File: src/rtl/core/phi_pkg.sv
// phi_pkg: shared types, codes and constants of the piecewise hazard integrator
// used by phi_ctrl, phi_dp and piecewise_hazard_integrator_core; no dependencies
package phi_pkg;

    localparam int MAX_ENTRIES_DEF = 16;
    localparam int DIV_STEPS       = 72;

    localparam logic [2:0] REQ_LOAD    = 3'd0;
    localparam logic [2:0] REQ_RATE    = 3'd1;
    localparam logic [2:0] REQ_INTEG   = 3'd2;
    localparam logic [2:0] REQ_AVERAGE = 3'd3;
    localparam logic [2:0] REQ_INVERSE = 3'd4;

    localparam logic [2:0] STS_OK       = 3'd0;
    localparam logic [2:0] STS_BAD_LOAD = 3'd1;
    localparam logic [2:0] STS_EMPTY    = 3'd2;
    localparam logic [2:0] STS_REVERSED = 3'd3;
    localparam logic [2:0] STS_SAT      = 3'd4;

    localparam logic [39:0] MAX_Q40 = 40'hFF_FFFF_FFFF;
    localparam logic [39:0] MAX_T32 = 40'h00_FFFF_FFFF;

    typedef struct packed {
        logic [2:0]  req_type;
        logic [3:0]  entry_index;
        logic [31:0] time_a;
        logic [31:0] time_b;
        logic [23:0] rate_value;
        logic [39:0] hazard_amount;
    } t_in_item;

    typedef struct packed {
        logic [2:0]  status;
        logic [39:0] result_value;
    } t_out_item;

    typedef enum logic [5:0] {
        OP_IDLE, OP_NOP, OP_ERR, OP_LD0, OP_LD_RD, OP_LD_MUL, OP_LD_WR,
        OP_SC_INIT, OP_SC_RD, OP_SC_CMP, OP_SAVE1, OP_RATE_RD, OP_RATE_OUT,
        OP_IE_RD, OP_IE_MUL, OP_IU_RD1, OP_IU_RD2, OP_IU_RD3, OP_IU_MUL2,
        OP_I_FIN, OP_AVG_LD, OP_DIV_RUN, OP_AVG_FIN, OP_INV_TOT, OP_INV_ZERO,
        OP_EXT_LD, OP_EXT_FIN, OP_J_INIT, OP_J_RD, OP_J_CMP, OP_J_DIR,
        OP_J_SAVE, OP_MD_A, OP_MD_M1, OP_MD_M2, OP_MD_FIN, OP_TMAX, OP_AMT0,
        OP_DONE
    } t_op;

    typedef enum logic [5:0] {
        ST_IDLE, ST_DISP, ST_ERR_BAD, ST_ERR_EMPTY, ST_ERR_REV, ST_LD0,
        ST_LD_RD, ST_LD_CHK, ST_LD_MUL, ST_LD_WR, ST_SC_INIT, ST_SC_RD,
        ST_SC_CMP, ST_SAVE1, ST_RATE_RD, ST_RATE_OUT, ST_I_BR, ST_IE_RD,
        ST_IE_MUL, ST_IU_RD1, ST_IU_RD2, ST_IU_RD3, ST_IU_MUL2, ST_I_FIN,
        ST_AVG_LD, ST_DIV_RUN, ST_AVG_FIN, ST_INV_TOT, ST_INV_CMP,
        ST_INV_ZERO, ST_EXT_LD, ST_EXT_FIN, ST_J_INIT, ST_J_RD, ST_J_CMP,
        ST_J_CHK, ST_J_DIR, ST_J_SAVE, ST_MD_A, ST_MD_M1, ST_MD_M2,
        ST_MD_FIN, ST_TMAX, ST_AMT0, ST_DONE
    } t_state;

    typedef enum logic [2:0] {
        MODE_RATE, MODE_INT1, MODE_INT2, MODE_AVG, MODE_EXT, MODE_MD
    } t_mode;

    typedef struct packed {
        t_op        op;
        logic [2:0] code;
    } t_dp_cmd;

    typedef struct packed {
        logic       accepted;
        logic [2:0] req;
        logic       idx_zero;
        logic       ta_zero;
        logic       ld_ok;
        logic       ld_ta_lt;
        logic       cnt_zero;
        logic       tb_lt_ta;
        logic       t_eq;
        logic       amt_zero;
        logic       sc_end;
        logic       sc_hit;
        logic       seg_ge;
        logic       tot_gt;
        logic       rt_zero;
        logic       j_hit;
        logic       j_direct;
        logic       div_done;
        logic       out_free;
    } t_dp_stat;

endpackage

File: src/rtl/core/phi_ctrl.sv
// phi_ctrl: sequencer of the piecewise hazard integrator
// depends on phi_pkg; drives phi_dp through t_dp_cmd, reads t_dp_stat
module phi_ctrl (
    input  logic              i_clk,
    input  logic              i_rst_n,
    input  phi_pkg::t_dp_stat i_stat,
    output phi_pkg::t_dp_cmd  o_cmd
);

    phi_pkg::t_state r_state, n_state;
    phi_pkg::t_mode  r_mode, n_mode;
    phi_pkg::t_state w_ret_sc, w_ret_div;

    always_ff @(posedge i_clk) begin
        if (!i_rst_n) begin
            r_state <= phi_pkg::ST_IDLE;
            r_mode  <= phi_pkg::MODE_RATE;
        end else begin
            r_state <= n_state;
            r_mode  <= n_mode;
        end
    end

    // return points of the shared scan and divider
    always_comb begin
        unique case (r_mode)
            phi_pkg::MODE_RATE: w_ret_sc = phi_pkg::ST_RATE_RD;
            phi_pkg::MODE_INT1: w_ret_sc = phi_pkg::ST_SAVE1;
            default:            w_ret_sc = phi_pkg::ST_I_BR;
        endcase
        unique case (r_mode)
            phi_pkg::MODE_AVG: w_ret_div = phi_pkg::ST_AVG_FIN;
            phi_pkg::MODE_EXT: w_ret_div = phi_pkg::ST_EXT_FIN;
            default:           w_ret_div = phi_pkg::ST_MD_FIN;
        endcase
    end

    always_comb begin
        n_state = r_state;
        n_mode  = r_mode;
        unique case (r_state)
            phi_pkg::ST_IDLE: if (i_stat.accepted) n_state = phi_pkg::ST_DISP;
            phi_pkg::ST_DISP: begin
                if (i_stat.req == phi_pkg::REQ_LOAD) begin
                    if (i_stat.idx_zero)
                        n_state = i_stat.ta_zero ? phi_pkg::ST_LD0 : phi_pkg::ST_ERR_BAD;
                    else
                        n_state = i_stat.ld_ok ? phi_pkg::ST_LD_RD : phi_pkg::ST_ERR_BAD;
                end else if (i_stat.req > phi_pkg::REQ_INVERSE) begin
                    n_state = phi_pkg::ST_ERR_BAD;
                end else if (i_stat.cnt_zero) begin
                    n_state = phi_pkg::ST_ERR_EMPTY;
                end else if (i_stat.req == phi_pkg::REQ_RATE) begin
                    n_state = phi_pkg::ST_SC_INIT;
                    n_mode  = phi_pkg::MODE_RATE;
                end else if (i_stat.req == phi_pkg::REQ_INVERSE) begin
                    n_state = i_stat.amt_zero ? phi_pkg::ST_AMT0 : phi_pkg::ST_SC_INIT;
                    n_mode  = phi_pkg::MODE_INT1;
                end else if (i_stat.tb_lt_ta) begin
                    n_state = phi_pkg::ST_ERR_REV;
                end else begin
                    n_state = phi_pkg::ST_SC_INIT;
                    n_mode  = (i_stat.req == phi_pkg::REQ_AVERAGE && i_stat.t_eq) ?
                              phi_pkg::MODE_RATE : phi_pkg::MODE_INT1;
                end
            end
            phi_pkg::ST_ERR_BAD:   n_state = phi_pkg::ST_DONE;
            phi_pkg::ST_ERR_EMPTY: n_state = phi_pkg::ST_DONE;
            phi_pkg::ST_ERR_REV:   n_state = phi_pkg::ST_DONE;
            phi_pkg::ST_LD0:       n_state = phi_pkg::ST_DONE;
            phi_pkg::ST_LD_RD:     n_state = phi_pkg::ST_LD_CHK;
            phi_pkg::ST_LD_CHK:
                n_state = i_stat.ld_ta_lt ? phi_pkg::ST_ERR_BAD : phi_pkg::ST_LD_MUL;
            phi_pkg::ST_LD_MUL:    n_state = phi_pkg::ST_LD_WR;
            phi_pkg::ST_LD_WR:     n_state = phi_pkg::ST_DONE;
            phi_pkg::ST_SC_INIT:   n_state = phi_pkg::ST_SC_RD;
            phi_pkg::ST_SC_RD:
                n_state = i_stat.sc_end ? w_ret_sc : phi_pkg::ST_SC_CMP;
            phi_pkg::ST_SC_CMP:
                n_state = i_stat.sc_hit ? w_ret_sc : phi_pkg::ST_SC_RD;
            phi_pkg::ST_SAVE1: begin
                n_state = phi_pkg::ST_SC_RD;
                n_mode  = phi_pkg::MODE_INT2;
            end
            phi_pkg::ST_RATE_RD:   n_state = phi_pkg::ST_RATE_OUT;
            phi_pkg::ST_RATE_OUT:  n_state = phi_pkg::ST_DONE;
            phi_pkg::ST_I_BR:
                n_state = i_stat.seg_ge ? phi_pkg::ST_IE_RD : phi_pkg::ST_IU_RD1;
            phi_pkg::ST_IE_RD:     n_state = phi_pkg::ST_IE_MUL;
            phi_pkg::ST_IE_MUL:    n_state = phi_pkg::ST_I_FIN;
            phi_pkg::ST_IU_RD1:    n_state = phi_pkg::ST_IU_RD2;
            phi_pkg::ST_IU_RD2:    n_state = phi_pkg::ST_IU_RD3;
            phi_pkg::ST_IU_RD3:    n_state = phi_pkg::ST_IU_MUL2;
            phi_pkg::ST_IU_MUL2:   n_state = phi_pkg::ST_I_FIN;
            phi_pkg::ST_I_FIN: begin
                if (i_stat.req == phi_pkg::REQ_INTEG) begin
                    n_state = phi_pkg::ST_DONE;
                end else if (i_stat.req == phi_pkg::REQ_AVERAGE) begin
                    n_state = phi_pkg::ST_AVG_LD;
                    n_mode  = phi_pkg::MODE_AVG;
                end else begin
                    n_state = phi_pkg::ST_INV_TOT;
                end
            end
            phi_pkg::ST_AVG_LD:    n_state = phi_pkg::ST_DIV_RUN;
            phi_pkg::ST_DIV_RUN:   if (i_stat.div_done) n_state = w_ret_div;
            phi_pkg::ST_AVG_FIN:   n_state = phi_pkg::ST_DONE;
            phi_pkg::ST_INV_TOT:   n_state = phi_pkg::ST_INV_CMP;
            phi_pkg::ST_INV_CMP: begin
                if (!i_stat.tot_gt) begin
                    n_state = phi_pkg::ST_J_INIT;
                end else if (i_stat.rt_zero) begin
                    n_state = phi_pkg::ST_INV_ZERO;
                end else begin
                    n_state = phi_pkg::ST_EXT_LD;
                    n_mode  = phi_pkg::MODE_EXT;
                end
            end
            phi_pkg::ST_INV_ZERO:  n_state = phi_pkg::ST_DONE;
            phi_pkg::ST_EXT_LD:    n_state = phi_pkg::ST_DIV_RUN;
            phi_pkg::ST_EXT_FIN:   n_state = phi_pkg::ST_TMAX;
            phi_pkg::ST_J_INIT:    n_state = phi_pkg::ST_J_RD;
            phi_pkg::ST_J_RD:      n_state = phi_pkg::ST_J_CMP;
            phi_pkg::ST_J_CMP:
                n_state = i_stat.j_hit ? phi_pkg::ST_J_CHK : phi_pkg::ST_J_RD;
            phi_pkg::ST_J_CHK:
                n_state = i_stat.j_direct ? phi_pkg::ST_J_DIR : phi_pkg::ST_J_SAVE;
            phi_pkg::ST_J_DIR:     n_state = phi_pkg::ST_TMAX;
            phi_pkg::ST_J_SAVE:    n_state = phi_pkg::ST_MD_A;
            phi_pkg::ST_MD_A:      n_state = phi_pkg::ST_MD_M1;
            phi_pkg::ST_MD_M1:     n_state = phi_pkg::ST_MD_M2;
            phi_pkg::ST_MD_M2: begin
                n_state = phi_pkg::ST_DIV_RUN;
                n_mode  = phi_pkg::MODE_MD;
            end
            phi_pkg::ST_MD_FIN:    n_state = phi_pkg::ST_TMAX;
            phi_pkg::ST_TMAX:      n_state = phi_pkg::ST_DONE;
            phi_pkg::ST_AMT0:      n_state = phi_pkg::ST_DONE;
            phi_pkg::ST_DONE:      if (i_stat.out_free) n_state = phi_pkg::ST_IDLE;
            default:               n_state = phi_pkg::ST_IDLE;
        endcase
    end

    always_comb begin
        o_cmd.code = phi_pkg::STS_OK;
        unique case (r_state)
            phi_pkg::ST_IDLE:      o_cmd.op = phi_pkg::OP_IDLE;
            phi_pkg::ST_ERR_BAD: begin
                o_cmd.op   = phi_pkg::OP_ERR;
                o_cmd.code = phi_pkg::STS_BAD_LOAD;
            end
            phi_pkg::ST_ERR_EMPTY: begin
                o_cmd.op   = phi_pkg::OP_ERR;
                o_cmd.code = phi_pkg::STS_EMPTY;
            end
            phi_pkg::ST_ERR_REV: begin
                o_cmd.op   = phi_pkg::OP_ERR;
                o_cmd.code = phi_pkg::STS_REVERSED;
            end
            phi_pkg::ST_LD0:       o_cmd.op = phi_pkg::OP_LD0;
            phi_pkg::ST_LD_RD:     o_cmd.op = phi_pkg::OP_LD_RD;
            phi_pkg::ST_LD_MUL:    o_cmd.op = phi_pkg::OP_LD_MUL;
            phi_pkg::ST_LD_WR:     o_cmd.op = phi_pkg::OP_LD_WR;
            phi_pkg::ST_SC_INIT:   o_cmd.op = phi_pkg::OP_SC_INIT;
            phi_pkg::ST_SC_RD:     o_cmd.op = phi_pkg::OP_SC_RD;
            phi_pkg::ST_SC_CMP:    o_cmd.op = phi_pkg::OP_SC_CMP;
            phi_pkg::ST_SAVE1:     o_cmd.op = phi_pkg::OP_SAVE1;
            phi_pkg::ST_RATE_RD:   o_cmd.op = phi_pkg::OP_RATE_RD;
            phi_pkg::ST_RATE_OUT:  o_cmd.op = phi_pkg::OP_RATE_OUT;
            phi_pkg::ST_IE_RD:     o_cmd.op = phi_pkg::OP_IE_RD;
            phi_pkg::ST_IE_MUL:    o_cmd.op = phi_pkg::OP_IE_MUL;
            phi_pkg::ST_IU_RD1:    o_cmd.op = phi_pkg::OP_IU_RD1;
            phi_pkg::ST_IU_RD2:    o_cmd.op = phi_pkg::OP_IU_RD2;
            phi_pkg::ST_IU_RD3:    o_cmd.op = phi_pkg::OP_IU_RD3;
            phi_pkg::ST_IU_MUL2:   o_cmd.op = phi_pkg::OP_IU_MUL2;
            phi_pkg::ST_I_FIN:     o_cmd.op = phi_pkg::OP_I_FIN;
            phi_pkg::ST_AVG_LD:    o_cmd.op = phi_pkg::OP_AVG_LD;
            phi_pkg::ST_DIV_RUN:   o_cmd.op = phi_pkg::OP_DIV_RUN;
            phi_pkg::ST_AVG_FIN:   o_cmd.op = phi_pkg::OP_AVG_FIN;
            phi_pkg::ST_INV_TOT:   o_cmd.op = phi_pkg::OP_INV_TOT;
            phi_pkg::ST_INV_ZERO:  o_cmd.op = phi_pkg::OP_INV_ZERO;
            phi_pkg::ST_EXT_LD:    o_cmd.op = phi_pkg::OP_EXT_LD;
            phi_pkg::ST_EXT_FIN:   o_cmd.op = phi_pkg::OP_EXT_FIN;
            phi_pkg::ST_J_INIT:    o_cmd.op = phi_pkg::OP_J_INIT;
            phi_pkg::ST_J_RD:      o_cmd.op = phi_pkg::OP_J_RD;
            phi_pkg::ST_J_CMP:     o_cmd.op = phi_pkg::OP_J_CMP;
            phi_pkg::ST_J_DIR:     o_cmd.op = phi_pkg::OP_J_DIR;
            phi_pkg::ST_J_SAVE:    o_cmd.op = phi_pkg::OP_J_SAVE;
            phi_pkg::ST_MD_A:      o_cmd.op = phi_pkg::OP_MD_A;
            phi_pkg::ST_MD_M1:     o_cmd.op = phi_pkg::OP_MD_M1;
            phi_pkg::ST_MD_M2:     o_cmd.op = phi_pkg::OP_MD_M2;
            phi_pkg::ST_MD_FIN:    o_cmd.op = phi_pkg::OP_MD_FIN;
            phi_pkg::ST_TMAX:      o_cmd.op = phi_pkg::OP_TMAX;
            phi_pkg::ST_AMT0:      o_cmd.op = phi_pkg::OP_AMT0;
            phi_pkg::ST_DONE:      o_cmd.op = phi_pkg::OP_DONE;
            default:               o_cmd.op = phi_pkg::OP_NOP;
        endcase
    end

endmodule

File: config.mk
export PLATFORM = sky130hd
export DESIGN_NAME = phi_ctrl
export DESIGN_NICKNAME = d
export VERILOG_FILES = /design/src/rtl/core/phi_pkg.sv /design/src/rtl/core/phi_ctrl.sv
export SDC_FILE = /design/constraint.sdc
export NUM_CORES = 1
export LEC_CHECK = 0
export ABC_AREA = 1
export BUFFER_PORTS_ARGS = -buffer_cell sky130_fd_sc_hd__buf_2
export CAP_MARGIN = 10
export CORE_MARGIN = 4
export CORE_UTILIZATION = 61
export CTS_CLUSTER_DIAMETER = 30
export DETAILED_ROUTE_END_ITERATION = 8
export PLACE_DENSITY = 0.95
export SLEW_MARGIN = 25
export SYNTH_ARGS = -nofsm -noshare
export SYNTH_HDL_FRONTEND = slang
export SYNTH_SLANG_ARGS = --single-unit
File: constraint.sdc
create_clock -name i_clk -period 4 [get_ports i_clk]
set_clock_uncertainty 0.2 [all_clocks]
set_input_delay 0.8 -clock i_clk [delete_from_list [all_inputs] [get_ports i_clk]]
set_output_delay 0.8 -clock i_clk [all_outputs]
set_load 0.02 [all_outputs]
# Word-level counts from Yosys, hierarchy flattened
# Index checks and enable logic that the tools add are counted.
# W data, S select, Z words.
# word_totals
ff_bits,9
mem_bits_ro,0
mem_bits_rw,0
input_bits,23
latchBits,0
out_inout_bits,9
memories,0
# classes
div,0
n_lt_le_gt_ge,1
n_eq_ne,62
n_addsub,0
bitwise,0
reduce_logical,13
n_mul,0
n_mux,40
shift,0
# ops
cell,n
$pmux W6 S38,1
$pmux W6 S30,1
$eq A6 B5 Y1 const B,16
$eq A6 B6 Y1 const B,13
$mux W6,13
$eq A6 B4 Y1 const B,8
$mux W3,13
$eq A6 B3 Y1 const B,4
$ne A2 B2 Y1 const B,10
$pmux W3 S5,1
$eq A6 B2 Y1 const B,2
$pmux W6 S2,1
$pmux W5 S2,1
$reduce_or A10 Y1,1
$eq A3 B2 Y1 const B,3
$reduce_and A9 Y1,1
$reduce_or A3 Y1,3
$mux W2,4
$mux W4,2
$eq A3 B1 Y1 const B,2
$eq A3 B3 Y1 const B,2
$eq A6 B1 Y1 const B,1
$logic_not A3 Y1,2
$logic_not A6 Y1,1
other kinds (8),10

# Logic depth before layout (Yosys ltp)
# Gate-level depths: netlist of run 1.
# depth
depth_word,10
depth_mapped,12

# Worst setup path after synthesis of run 1
# OpenSTA, ideal clock, no wires.
# synth_timing
path_kind,reg-to-output
from,register r_state[4]
to,output o_cmd[3] (netlist name)
t_required_ps,3000
slack_ps,1402
stages_incl_launch_ff,10
n_path_buf,1
t_arrival_ps,1598
path_cell_list,dfxtp_1 > nor2_4 > buf_2 > nand2_1 > nand2_1 > inv_1 > nand4_1 > nor3b_1 > nand3_1 > nand2_1
# synth_lines
item,line_no,source
from (decl),phi_ctrl.sv:10,"phi_pkg::t_state r_state, n_state;"
from (signal assigned),phi_ctrl.sv:16,r_state <= phi_pkg::ST_IDLE;
from (signal assigned),phi_ctrl.sv:19,r_state <= n_state;
to (decl),phi_ctrl.sv:7,output phi_pkg::t_dp_cmd o_cmd

==> results.toml, run 1 <==
[outcome]
outcome = "finished, final reports clean"

[cts]
cts_hold_buf = 0
cts.clk_slew.worst_paths_ns = 0.06
cts_setup_buffers = 0
cts_tree = "built"
cts-resized-gates = 0
clock_latency_ns = 0.26
cts_sinks = 9
root_buffer = "clkbuf_4"
htreeDepth = 1
clockBufferDepth = 2
cts_buffers = 3

[yosys]
ys_seq_elements = 9
yosysSeqAreaShare = 0.109
yosys_warnings = 0
syn_inst = 341
avgSynthCellArea_sq_um = 4.85
syn_nets = 364
synth_cell_types = 27
syn_area_sq_um = 1650

[sta]
worst_pin_slew_ns = 0.701
finalHoldViolations = 0
slew_viol_final = 0
max_freq_mhz = 303
grt_setup_unrepaired = "no"
setup_tns_ns = 0
fin_crit_sh = 0.825
max_slew_margin = 0.531
min_period_ns = 3.30
setup_viol = 0

[drt]
drc_errors = 0
wl_met1_microns = 2270
wirelength_microns = 6100
via_per_inst = 6.18
wl_met2_microns = 2590
top_layer = "met4"
drt_iter0_drc = 477
ant_nets = 0
dr_wl_met3_microns = 1010
via_count = 2477
wl_per_cell_microns = 15.2
drtPass1Iterations = 9

[final_layout]
layout_commonest_cell = "nand2_1"
fin_util = 0.732
final_cell_mix = "nand2_1 (102), nor2_1 (65), nand3_1 (51)"
area_delta_synth_final_pct = 11.6
n_antenna_cell = 0
nFillCells = 243
layout-drive-gt1-share = 0.135
layout.nets = 395

[floorplan]
coreArea_sq_um = 2520
die-area_sq_um = 3610
die-width_microns = 60.1
row_count = 18
die_height_microns = 60.1
io_pins = 32
initial_utilization = 0.656

[setup_path]
arrival_ns = 2.30
critPathRequiredTime_ns = 3.00
path_class = "register to output port"
r2r-start = "r_state[4]$_SDFFE_PN0P_"
crit_fanout = 11
r2r_setup_slack_ns = 1.63
r2r-end = "r_state[4]$_SDFFE_PN0P_"
path_cells = "inv_2 > nor2_1 > nand3_1 > nand4_1 > nor3_2 > nand2_1 > nor2_1 > nand3_1 > nand2_1 > buf_2"
critPathSlowestCell = "nor2_1"
critPathCaptureType = "output port"
slowest_delay_ns = 0.54
reg2regPathDepth = 10
cp-start-kind = "register"

[placed_design]
portBuffers = 30
dpl.hpwl_microns = 4930
gp_congestion = 1.17

[min_path]
hold_path_class = "register to register"
whs_endpoint = "r_mode[1]$_SDFFE_PN0P_"
holdPathStages = 2
hold_path.startpoint = "r_mode[1]$_SDFFE_PN0P_"

[global_routing]
antenna_found_initial = 0
grt_overflow_total = 0
grt_pass1_vias = 2190
grt_pass1_wl_microns = 9920
grt_max_degree = 18
grt_usage = 0.371

[power_and_ir_drop]
total_power_uw = 957
leakagePower_nw = 1.16
max-vdd-ir-drop_mv = 0.562
p_per_area_nw_per_um2 = 518

[job]
maxCapViolations = 0
flip-flops by register name, indices dropped and copies added (netlist names):
| signal | count |
|---|---|
| r_mode | 3 |
| r_state | 6 |
critical path, delay by kind of cell, from the launching register on:
kind / cells / cell delay [ns]
simple gates: 8 / 1.39
flops: 1 / 0.45
buf+inv: 2 / 0.21
synthesized netlist by cell type, drive strengths merged:
cell | n | area (sq um)
or2 | 2 | 12.5
nand4 | 13 | 87.6
conb | 1 | 3.75
a211oi | 1 | 7.51
nand3b | 4 | 30.0
inv | 46 | 173
nor4 | 2 | 12.5
a31o | 1 | 8.76
and3 | 1 | 6.26
dfxtp | 9 | 180
nor2 | 73 | 299
a21oi | 12 | 60.1
nand3 | 51 | 255
nor3b | 1 | 7.51
buf | 4 | 22.5
nor4b | 1 | 8.76
o21ai | 9 | 45.0
nor3 | 7 | 45.0
nand2 | 103 | 389
report_power, final:
group / total, mW / internal (mW) / switching, mW
Clock: 0.0689 / 0.0384 / 0.0306
Sequential: 0.144 / 0.114 / 0.0305
Combinational: 0.743 / 0.213 / 0.531
Total: 0.957 / 0.365 / 0.592
final cells by class:
class | instances | area [sq um] | area share
multi-input cells | 282 | 1280 | 0.693
clock buffers | 4 | 26.3 | 0.0142
repair buffers | 30 | 150 | 0.0814
flip-flops and latches | 9 | 180 | 0.0976
well taps | 30 | 37.5 | 0.0203
inverters | 46 | 173 | 0.0936
per-layer routing:
metal | GRT usage | up-vias
li1 | - | 1163
met2 | 0.560 | 215
met5 | 0 | -
met1 | 0.483 | 1059
met3 | 0.114 | 40
met4 | 0.158 | 0
through the flow:
step / cells / area, sq um / setup WS, ns / hold WS (ns)
6_report: 401 / 1850 / 0.701 / 0.303
3_5_place_dp: 397 / 1820 / 1.10 / 0.294
5_1_grt: 401 / 1850 / 0.578 / 0.332
3_3_place_gp: 397 / 1820 / 1.13 / 0.280
2_1_floorplan: 341 / 1650 / 1.40 / 0.262
4_1_cts: 401 / 1850 / 0.808 / 0.302
worst max path at each step:
stage                    end  slack [ns]  cells after the start                    start
finish              o_cmd[3]        0.70                     10  r_state[4]$_SDFFE_PN0P_
global route        o_cmd[3]        0.58                     10  r_state[2]$_SDFFE_PN0P_
CTS                 o_cmd[3]        0.81                     10  r_state[4]$_SDFFE_PN0P_
detailed placement  o_cmd[3]        1.10                     10  r_state[4]$_SDFFE_PN0P_
global placement    o_cmd[3]        1.13                     10  r_state[2]$_SDFFE_PN0P_
floorplan           o_cmd[3]        1.40                      9  r_state[4]$_SDFFE_PN0P_
logic make-up after synthesis:
| kind of cell | Yosys count | share of synthesized area |
|---|---|---|
| compound gates | 23 | 0.0734 |
| other cells | 1 | 0.00227 |
| buf+inv | 50 | 0.118 |
| flops | 9 | 0.109 |
| simple gates | 258 | 0.697 |
No activity file was read; power rests on OpenSTA's default activity.
==> run 2: changes to the inputs <==
--- a/config.mk
+++ b/config.mk
@@ -9,10 +9,10 @@
 export BUFFER_PORTS_ARGS = -buffer_cell sky130_fd_sc_hd__buf_2
 export CAP_MARGIN = 10
 export CORE_MARGIN = 4
-export CORE_UTILIZATION = 61
+export CORE_UTILIZATION = 56
 export CTS_CLUSTER_DIAMETER = 30
 export DETAILED_ROUTE_END_ITERATION = 8
-export PLACE_DENSITY = 0.95
+export PLACE_DENSITY = 0.89
 export SLEW_MARGIN = 25
 export SYNTH_ARGS = -nofsm -noshare
 export SYNTH_HDL_FRONTEND = slang
==> constraint.sdc (replaced) <==
create_clock -name i_clk -period 3.2 [get_ports i_clk]
set_clock_uncertainty 0.2 [all_clocks]
set_input_delay 0.64 -clock i_clk [delete_from_list [all_inputs] [get_ports i_clk]]
set_output_delay 0.64 -clock i_clk [all_outputs]
set_load 0.02 [all_outputs]
==> run 2 against run 1 <==
Clock power up 19%. Core utilization down 6.2 points. Global-route usage down 7.2 points. Design area up 0.88%. Via count down 1.4%. Clock-buffer cell count unchanged. Critical path depth unchanged. Final cell count up 0.75%. Critical path type unchanged. Highest routed layer unchanged.
==> results.toml, run 2 (synthesis gave the netlist of run 1 again) <==
[final_layout]
layout.nets = 397
largest_register = "r_state"
top_regs = "r_state (6), r_mode (3)"
n_antenna_cell = 0
final_area_sq_um = 1860
instances_no_fill = 404
fin_util = 0.669
final_cell_mix = "nand2_1 (102), nor2_1 (65), nand3_1 (51)"
largest_reg_flops = 6
layout_commonest_cell = "nand2_1"
area_delta_synth_final_pct = 12.6
layout-drive-gt1-share = 0.139

[sta]
finalHoldViolations = 0
max_slew_margin = 0.556
max_freq_mhz = 333
timing.final.ws_setup_ns = 0.195
hold_ws_ns = 0.296
grt_setup_unrepaired = "no"
setup_tns_ns = 0
setup_viol = 0
slew_viol_final = 0
fin_crit_sh = 0.939
min_period_ns = 3.00
worst_pin_slew_ns = 0.665

[floorplan]
die-area_sq_um = 3890
initial_utilization = 0.595
die-width_microns = 62.4
row_count = 19
coreArea_sq_um = 2780
die_height_microns = 62.4
io_pins = 32

[min_path]
hold_path_class = "register to register"
whs_endpoint = "r_mode[1]$_SDFFE_PN0P_"
hold_path.startpoint = "r_mode[1]$_SDFFE_PN0P_"
holdPathStages = 2

[setup_path]
r2r-start = "r_state[4]$_SDFFE_PN0P_"
crit_fanout = 5
critPathSlowestCell = "dfxtp_1"
cp_top_family = "simple AND/OR/NAND/NOR gates"
cp-start-kind = "register"
r2r_setup_slack_ns = 0.80
arrival_ns = 2.16
path_cells = "inv_2 > nand2_1 > inv_1 > nand3_1 > nand2_1 > nor2_1 > nand2_1 > nor4_1 > nand2_1 > buf_2"
r2r-end = "r_mode[1]$_SDFFE_PN0P_"
path_class = "register to output port"
cp_common_cell = "nand2_1"
reg2regPathDepth = 8
critPathRequiredTime_ns = 2.36
crit_buf_inv = 3
slowest_delay_ns = 0.41
critPathCaptureType = "output port"

[drt]
drtPass1Iterations = 7
drc_errors = 0
wirelength_microns = 6000
ant_nets = 0
via_per_inst = 6.05
wl_per_cell_microns = 14.9
drt_iter0_drc = 411
via_count = 2443

[cts]
cts_setup_buffers = 0
cts_buffers = 3
cts-resized-gates = 0
cts_tree = "built"
cts_sinks = 9
clockBufferDepth = 2
root_buffer = "clkbuf_4"
clock_latency_ns = 0.25
cts.clk_slew.worst_paths_ns = 0.06
cts_hold_buf = 0
htreeDepth = 1

[job]
maxCapViolations = 0

[placed_design]
portBuffers = 30
dp.cells = 400
dpl.hpwl_microns = 4890
dp_slack_ns = 0.543
gp_congestion = 1.14
place_area_sq_um = 1840

[outcome]
outcome = "finished, final reports clean"

[power_and_ir_drop]
p_per_area_nw_per_um2 = 643
max-vdd-ir-drop_mv = 0.728
total_power_mw = 1.20
leakagePower_nw = 1.17

[global_routing]
grt_pass1_vias = 2185
grt_max_degree = 18
grt_usage = 0.299
antenna_found_initial = 0
grt_pass1_wl_microns = 9780
grt_overflow_total = 0
## run 2: cell count changes in the layout (fill, tap and decap cells not counted), sizes merged
cell | previous run | this run
buf | 30 | 32
## run 2: how the worst max path moves through the flow
stage | cells after the start | from | slack, ns | end
2_1_floorplan | 9 | r_state[4]$_SDFFE_PN0P_ | 0.76 | o_cmd[3]
3_3_place_gp | 8 | r_state[4]$_SDFFE_PN0P_ | 0.49 | o_cmd[3]
3_5_place_dp | 8 | r_state[4]$_SDFFE_PN0P_ | 0.54 | o_cmd[3]
4_1_cts | 8 | r_state[4]$_SDFFE_PN0P_ | 0.27 | o_cmd[3]
5_1_grt | 10 | r_state[1]$_SDFFE_PN0P_ | 0.01 | o_cmd[4]
6_report | 10 | r_state[1]$_SDFFE_PN0P_ | 0.20 | o_cmd[4]
## run 2: final cells by class
class / instances / area [sq um]
clock buffer: 4 / 26.3
timing repair buffer: 32 / 165
inverter: 46 / 173
sequential: 9 / 180
tap: 31 / 38.8
fill: 284 / 920
multi-input combinational: 282 / 1280
## run 2: per-layer routing
metal | track usage | up-vias | share of wire
li1 | - | 1164 | -
met1 | 0.413 | 1030 | 0.40
met2 | 0.430 | 210 | 0.41
met3 | 0.0991 | 39 | 0.16
met4 | 0.106 | 0 | 0.037
met5 | 0 | - | 0
## run 2: where the power goes
| part | leakage (nW) | switching (mW) | total [mW] | internal [mW] |
|---|---|---|---|---|
| registers | 0.0732 | 0.0359 | 0.178 | 0.142 |
| clock network | 0.0150 | 0.0346 | 0.0823 | 0.0477 |
| logic | 1.08 | 0.662 | 0.936 | 0.274 |
| total | 1.17 | 0.732 | 1.20 | 0.464 |
## run 2: worst min-delay path, cell delays in order, from the launching register on
cell,delay (ns)
dfxtp_1,0.31
inv_1,0.08
a21oi_1,0.07
